### src/hw/rtl/oiss_pkg.sv
// Shared types, sizes and bit-search helpers for the ordered integer set.
// No dependencies; used by oiss_ctrl, oiss_dpath and the top level.
`timescale 1ns / 1ps

package oiss_pkg;

    // Key space and the 64-ary tree levels derived from it.
    localparam int KEY_BITS      = 16;
    localparam int SLOT_BITS     = 6;                       // bit inside a 64-bit word
    localparam int WORD_BITS     = 1 << SLOT_BITS;          // 64
    localparam int WIDX_BITS     = KEY_BITS - SLOT_BITS;    // leaf word index
    localparam int MIDX_BITS     = WIDX_BITS - SLOT_BITS;   // middle word index
    localparam int LEAF_WORDS    = 1 << WIDX_BITS;
    localparam int MID_WORDS     = 1 << MIDX_BITS;

    typedef logic [2:0] mode_t;
    localparam mode_t MODE_INSERT = 3'd0;
    localparam mode_t MODE_DELETE = 3'd1;
    localparam mode_t MODE_MEMBER = 3'd2;
    localparam mode_t MODE_SUCC   = 3'd3;
    localparam mode_t MODE_PRED   = 3'd4;

    typedef logic [WORD_BITS-1:0] word_t;

    // Controller -> datapath commands.
    typedef struct packed {
        logic capture;    // accept beat, latch payload, read leaf word
        logic clr_write;  // clearing sweep write
        logic leaf_op;    // update / member / in-word search
        logic mid_srch;   // search middle word of the key
        logic top_srch;   // search top summary
        logic midtop;     // take extreme of middle word picked from top
        logic leaf2;      // extreme of the fetched neighbour leaf word
    } cmd_t;

    // Datapath -> controller status.
    typedef struct packed {
        logic clr_last;
        logic search;
        logic hit;
    } stat_t;

    // Lowest set bit; result undefined (0) for zero input.
    function automatic logic [SLOT_BITS-1:0] low_bit(input word_t x);
        logic [SLOT_BITS-1:0] n;
        n = '0;
        for (int i = WORD_BITS - 1; i >= 0; i--) begin
            if (x[i]) begin
                n = SLOT_BITS'(i);
            end
        end
        return n;
    endfunction

    // Highest set bit; 0 for zero input.
    function automatic logic [SLOT_BITS-1:0] high_bit(input word_t x);
        logic [SLOT_BITS-1:0] n;
        n = '0;
        for (int i = 0; i < WORD_BITS; i++) begin
            if (x[i]) begin
                n = SLOT_BITS'(i);
            end
        end
        return n;
    endfunction

    // Bits of x strictly above position b.
    function automatic word_t bits_above(input word_t x, input logic [SLOT_BITS-1:0] b);
        logic [SLOT_BITS-1:0] sh;
        sh = SLOT_BITS'(WORD_BITS - 1) - b;
        return x & ~({WORD_BITS{1'b1}} >> sh);
    endfunction

    // Bits of x strictly below position b.
    function automatic word_t bits_below(input word_t x, input logic [SLOT_BITS-1:0] b);
        return x & ~({WORD_BITS{1'b1}} << b);
    endfunction

endpackage

### src/hw/rtl/oiss_ctrl.sv
// Sequencing state machine for the ordered integer set.
// Depends on oiss_pkg (cmd_t, stat_t).
`timescale 1ns / 1ps

module oiss_ctrl (
    input  logic            clk,
    input  logic            rst_n,
    input  logic            start,
    input  oiss_pkg::stat_t stat,
    output oiss_pkg::cmd_t  cmd,
    output logic            busy
);

    typedef enum logic [6:0] {
        ST_CLEAR  = 7'b0000001,
        ST_IDLE   = 7'b0000010,
        ST_LEAF   = 7'b0000100,
        ST_MID    = 7'b0001000,
        ST_TOP    = 7'b0010000,
        ST_MIDTOP = 7'b0100000,
        ST_LEAF2  = 7'b1000000
    } state_t;

    state_t state_reg;
    state_t state_next;

    assign busy = (state_reg != ST_IDLE);

    always_comb
    begin
        state_next = state_reg;
        cmd        = '0;
        unique case (state_reg)
            ST_CLEAR:
            begin
                cmd.clr_write = 1'b1;
                if (stat.clr_last)
                begin
                    state_next = ST_IDLE;
                end
            end
            ST_IDLE:
            begin
                if (start)
                begin
                    cmd.capture = 1'b1;
                    state_next  = ST_LEAF;
                end
            end
            ST_LEAF:
            begin
                cmd.leaf_op = 1'b1;
                state_next  = (stat.search && !stat.hit) ? ST_MID : ST_IDLE;
            end
            ST_MID:
            begin
                cmd.mid_srch = 1'b1;
                state_next   = stat.hit ? ST_LEAF2 : ST_TOP;
            end
            ST_TOP:
            begin
                cmd.top_srch = 1'b1;
                state_next   = stat.hit ? ST_MIDTOP : ST_IDLE;
            end
            ST_MIDTOP:
            begin
                cmd.midtop = 1'b1;
                state_next = stat.hit ? ST_LEAF2 : ST_IDLE;
            end
            ST_LEAF2:
            begin
                cmd.leaf2  = 1'b1;
                state_next = ST_IDLE;
            end
            default:
            begin
                state_next = ST_IDLE;
            end
        endcase
    end

    always_ff @(posedge clk or negedge rst_n)
    begin
        if (!rst_n)
        begin
            state_reg <= ST_CLEAR;
        end
        else
        begin
            state_reg <= state_next;
        end
    end

`ifndef SYNTHESIS
    a_capture_busy: assert property (@(posedge clk) disable iff (!rst_n)
        cmd.capture |=> busy && !cmd.capture)
        else $error("capture not followed by busy work");
`endif

endmodule

### config.mk
export PLATFORM = sky130hd
export DESIGN_NAME = oiss_ctrl
export DESIGN_NICKNAME = d
export VERILOG_FILES = /design/src/hw/rtl/oiss_pkg.sv /design/src/hw/rtl/oiss_ctrl.sv
export SDC_FILE = /design/constraint.sdc
export NUM_CORES = 1
export LEC_CHECK = 0
export BUFFER_PORTS_ARGS = -buffer_cell sky130_fd_sc_hd__clkbuf_2
export CORE_AREA = 5 5 42 44
export DETAILED_ROUTE_END_ITERATION = 16
export DIE_AREA = 0 0 47 49
export SYNTH_ARGS = -nofsm -noshare
export SYNTH_HDL_FRONTEND = slang
export SYNTH_SLANG_ARGS = --single-unit
### constraint.sdc
create_clock -name clk -period 2.09 [get_ports clk]
set_clock_uncertainty 0.15 [all_clocks]
set_input_delay 0.3135 -clock clk [delete_from_list [all_inputs] [get_ports clk]]
set_output_delay 0.3135 -clock clk [all_outputs]
set_load 0.1 [all_outputs]
==> results of run 1 <==
[final timing paths]
kind | start | to | slack [ps]
max | state_reg[3] | cmd[6] | -360
min reg2reg | state_reg[5] | state_reg[6] | 540
max in group asynchronous | rst_n | state_reg[0] | 1260
min in group asynchronous | rst_n | state_reg[1] | 290
max reg2reg | state_reg[3] | state_reg[1] | -220
min | stat[2] | state_reg[0] | 60
[area by class of cell]
cell class                 instances  area, um2
fill                             105        485
timing repair buffer              32        357
multi-input combinational         33        320
sequential                         7        178
clock buffer                       4       26.3
tap                               16       20.0
inverter                           4       15.0
[power by group]
part | internal [mW] | switching (mW)
sequential | 0.155 | 0.0186
combinational | 0.363 | 0.375
clock | 0.0728 | 0.0490
total | 0.590 | 0.442
[routing by layer]
layer / vias to the layer above / track usage / part of all wire
li1: 235 / - / -
met2: 11 / 0.222 / 0.52
met1: 223 / 0.178 / 0.41
met4: 0 / 0.111 / 0.031
met5: - / 0 / 0
met3: 4 / 0.0627 / 0.034
[cell families (layout without fill, tap and decap cells)]
kind of cell,after synthesis,in the layout,share of synthesized area
AO/OA/AOI/OAI,6,6,0.109
AND/OR/NAND/NOR,25,25,0.372
XOR/XNOR,2,2,0.0413
buffers and inverters,5,40,0.0619
flip-flops,7,7,0.416
[cells in the final DEF, fill, tap and decap left out, drive strengths merged]
master       synthesis  layout
nor4b                1       1
or3b                 1       1
o41a                 1       1
o311ai               1       1
nor4                 2       2
or4b                 1       1
o22ai                1       1
or3                  2       2
xor2                 1       1
xnor2                1       1
o21ai                1       1
or2b                 1       1
dfrtp                6       6
clkbuf               0       9
inv                  4       4
or4                  2       2
nor3b                1       1
dlygate4sd3          0       1
or2                  1       1
a31oi                1       1
nor3                 5       5
buf                  1      26
dfstp                1       1
nand2b               1       1
nor2                 4       4
o211ai               1       1
nand2                1       1
and2                 2       2
[per-stage QoR]
stage          hold slack [ps]  setup TNS (ps)  area, um2   util  total power [mW]
3_3_place_gp              7.22            -195        763  0.545             0.716
4_1_cts                   48.9           -1770        870  0.621             0.931
6_report                  57.7           -2120        916  0.654              1.03
5_1_grt                   57.7           -2610        916  0.654              1.08
3_5_place_dp              6.64            -225        763  0.545             0.720
2_1_floorplan             -132           -4350        494      -             0.518
[repair_timing]
action / 4_1_cts / 5_1_grt
pin swaps: 9 / 9
hold endpoints to repair: 7 / 0
hold buffers: 1 / 0
resized for setup: 10 / 7
setup endpoints to repair: 8 / 9
buffers inserted: 4 / 8
==> run_results.csv, run 1 <==
group,metric,value,unit
setup_path,crit_buf_inv,1,
die,core,0.00140,mm2
timing,period_needed,2450,ps
drt,finalWirelength,1440,um
logic_synthesis,synth_top_cell_by_area,"dfrtp_1",
die,num_io_pins,14,
power_and_ir_drop,leakage,0.394,nW
power_and_ir_drop,ir_worst_vdd,0.989,mV
setup_path,crit_chain,"or2_4 > or4_4 > or3b_4 > nor2_4 > buf_12",
logic_synthesis,ys_ff_latch,7,
clocking,clk_latency,250,ps
cells_and_area,drive_gt1_frac,0.638,
placed_design,hpwlAfterDp,962,um
timing,rsz0062_at_grt,"true",
logic_synthesis,synth_ff_type,"dfrtp_1",
logic_synthesis,yosys-top-cells-area,"dfrtp_1 (35%), dfstp_2 (6.2%), nor3_1 (5.9%)",
drt,via_per_inst,4.93,
logic_synthesis,synth_cell_types,27,
job,maxCapViolations,0,
cells_and_area,layout.nets,87,
clocking,clkTransAtPathRegs,50,ps
clocking,cts-buffers-inserted,3,
setup_path,cp.required,1630,ps
cells_and_area,final_cells,96,
drt,firstDrtPassIters,4,
drt,routedWlPerCell,15.0,um
logic_synthesis,yosys.area.top_type_share,0.354,
clocking,clock-sinks,7,
die,die_x,47,um
clocking,cts-root-buf,"clkbuf_4",
timing,period_share,1.17,
timing,finalMaxSlewViolations,0,
setup_path,ff2ff_path_depth,7,
setup_path,cp-end-kind,"output pin",
logic_synthesis,avgSynthCellArea,9.43,um2
global_route,grt_max_degree,9,
global_route,grt_pass1_vias,512,
die,rows,14,
clocking,cts_buffer_depth,2,
die,fp.dieH,49,um
setup_path,crit_cells,5,
global_route,track_usage,0.155,
setup_path,crit_path_max_incr_delay,420,ps
timing,relSlewSlack,0.795,
logic_synthesis,syn_area,424,um2
die,start_util,0.303,
placed_design,io_buffer_count,13,
logic_synthesis,yosys_warnings,0,
setup_path,critPathTopFamily,"simple AND/OR/NAND/NOR gates",
setup_path,path_class,"register to output pin",
logic_synthesis,synth.net_count,51,
cells_and_area,antenna_cells,0,
logic_synthesis,syn_inst,45,
setup_path,crit_fanout,2,
die,die_area,0.00230,mm2
timing,max_freq,408,MHz
placed_design,dp_cells,83,
timing,setup_ws,-363,ps
clocking,cts_tree,"yes",
logic_synthesis,async_flop_share,1.00,
timing,hold_viol_final,0,
cells_and_area,largest_reg_flops,7,
logic_synthesis,yosys-top-cells-count,"dfrtp_1 (6), nor3_1 (5), inv_1 (4), nor2_1 (4)",
drt,drc_errors,0,
power_and_ir_drop,power.density,1130,mW/mm2
cells_and_area,syn_to_final_growth,116,%
logic_synthesis,synth_edf_count,0,
placed_design,gp_congestion,0.853,
drt,drtAntennaViolNets,0,
global_route,antenna_found_initial,0,
drt,drt-initial-drc-count,8,
setup_path,cp-start-kind,"register",
outcome,failed_checks,"setup timing",
global_route,grt_pass1_wl,2430,um
clocking,htree_levels,1,
placed_design,dp_slack,-114,ps
drt,dr_total_vias,473,
setup_path,cp_slowest_cell,"or4_4",
setup_path,crit_arrival,1990,ps
min_path,hold_class,"primary input to register",
logic_synthesis,synth.most_common_cell,"dfrtp_1",
outcome,status,"finished with violations",
min_path,hold_depth,2,
global_route,grt_overflow,0,
logic_synthesis,ys_seq_area_frac,0.416,
timing,setup_viol,8,
timing,worstMarginPinSlew,304,ps
No activity file was read; power rests on OpenSTA's default activity.
==> inputs of run 2 (changes only) <==
--- a/config.mk
+++ b/config.mk
@@ -6,9 +6,9 @@
 export NUM_CORES = 1
 export LEC_CHECK = 0
 export BUFFER_PORTS_ARGS = -buffer_cell sky130_fd_sc_hd__clkbuf_2
-export CORE_AREA = 5 5 42 44
+export CORE_AREA = 2 2 39 41
 export DETAILED_ROUTE_END_ITERATION = 16
-export DIE_AREA = 0 0 47 49
+export DIE_AREA = 0 0 41 43
 export SYNTH_ARGS = -nofsm -noshare
 export SYNTH_HDL_FRONTEND = slang
 export SYNTH_SLANG_ARGS = --single-unit
==> run_results.csv, run 2 (synthesis gave the netlist of run 1 again) <==
group,metric,value,unit
outcome,status,"finished with violations",
outcome,failed_checks,"setup timing",
setup_path,cp-start-kind,"register",
cells_and_area,layout_commonest_cell,"buf_4",
die,die_area,0.00176,mm2
clocking,cts-buffers-inserted,3,
clocking,clk_latency,250,ps
global_route,grt_max_degree,9,
cells_and_area,largest_reg_flops,7,
cells_and_area,final_core_util,0.658,
drt,finalWirelength,1280,um
clocking,cts_tree,"yes",
drt,drtAntennaViolNets,0,
die,die_x,41,um
timing,worstMarginPinSlew,360,ps
global_route,gr-usage-met2,0.263,
global_route,grt_overflow,0,
setup_path,r2r-start,"state_reg[3]",
timing,rsz0062_at_grt,"true",
drt,drt-initial-drc-count,7,
timing,hold_viol_final,0,
global_route,grt_pass1_wl,2230,um
clocking,clock-sinks,7,
power_and_ir_drop,power.density,1120,mW/mm2
global_route,top_usage_layer,"met2",
drt,routedWlPerCell,13.3,um
cells_and_area,antenna_cells,0,
clocking,cts-root-buf,"clkbuf_4",
cells_and_area,layout.nets,87,
drt,dr_total_vias,478,
global_route,antenna_found_initial,0,
cells_and_area,drive_gt1_frac,0.625,
setup_path,path_class,"register to output pin",
die,core,0.00138,mm2
placed_design,io_buffer_count,13,
placed_design,gp_congestion,0.792,
timing,finalMaxSlewViolations,0,
drt,via_per_inst,4.98,
timing,setup_ws,-377,ps
min_path,hold_class,"primary input to register",
setup_path,cp.required,1630,ps
die,rows,14,
setup_path,crit_fanout,2,
power_and_ir_drop,leakage,0.391,nW
setup_path,cp-startpoint,"state_reg[3]",
die,num_io_pins,14,
cells_and_area,syn_to_final_growth,115,%
global_route,met3_usage,0.0419,
drt,drc_errors,0,
clocking,cts_buffer_depth,2,
drt,firstDrtPassIters,3,
setup_path,crit_arrival,2000,ps
min_path,worstHoldStart,"stat[2]",
setup_path,cp-end-kind,"output pin",
cells_and_area,mostFrequentLayoutCells,"buf_4 (12), buf_12 (8), buf_6 (6), dfrtp_1 (6), clkbuf_2 (5)",
global_route,met1_usage,0.260,
power_and_ir_drop,ir_worst_vdd,0.903,mV
global_route,track_usage,0.192,
clocking,htree_levels,1,
timing,setup_viol,9,
timing,period_share,1.18,
die,fp.dieH,43,um
timing,max_freq,405,MHz
die,start_util,0.307,
placed_design,hpwlAfterDp,873,um
timing,relSlewSlack,0.758,
job,maxCapViolations,0,
timing,period_needed,2470,ps
global_route,grt_pass1_vias,492,
clocking,clkTransAtPathRegs,60,ps
timing,fin_setup_tns,-2070,ps
## run 2: worst max-delay path: stages, from the launching register on
cell and delay [ps]:
dfrtp_1 370, or2_4 250, or4_4 420, or3b_4 420, buf_6 140, buf_12 150
## run 2: worst paths after layout
path / endpoint / slack, ps / cells after the start
worst max-delay path: busy / -380 / 5
worst min-delay path: state_reg[0] / 40 / 2
worst max register to register: state_reg[1] / -340 / 8
worst min register to register: state_reg[6] / 550 / 3
max in group asynchronous: state_reg[0] / 1260 / 2
min in group asynchronous: state_reg[4] / 280 / 2
## run 2: report_power, final
| group | switching [mW] | internal, mW | total [mW] |
|---|---|---|---|
| Combinational | 0.366 | 0.356 | 0.722 |
| Sequential | 0.0138 | 0.154 | 0.167 |
| Clock | 0.0563 | 0.0733 | 0.130 |
## run 2: per-layer routing
layer / wire [um] / share of wire
met5: 0 / 0
met4: 31 / 0.024
met3: 34 / 0.027
met2: 658 / 0.52
met1: 551 / 0.43
## run 2: area by class of cell
type                            count  area (um2)
Clock buffer                        4        26.3
Fill cell                         110         473
Inverter                            4        15.0
Multi-Input combinational cell     33         320
Sequential cell                     7         176
Tap cell                           16        20.0
Timing Repair Buffer               32         353
## run 2: stage by stage
stage	hold slack [ps]	cell area [um2]	setup WS, ps	std cells	power [mW]
2_1_floorplan	-132	494	-672	45	0.518
3_3_place_gp	13.1	763	-116	83	0.713
3_5_place_dp	14.5	763	-143	83	0.721
4_1_cts	34.9	888	-409	94	0.978
6_report	36.7	911	-377	96	1.02
5_1_grt	36.1	911	-413	96	1.06
## run 2: timing repair
action / in CTS / in global routing
resized for setup: 11 / 4
endpoints found under the setup margin: 8 / 9
hold buffers: 1 / 0
pin swaps: 10 / 9
setup buffers: 6 / 5
hold endpoints to repair: 7 / 0
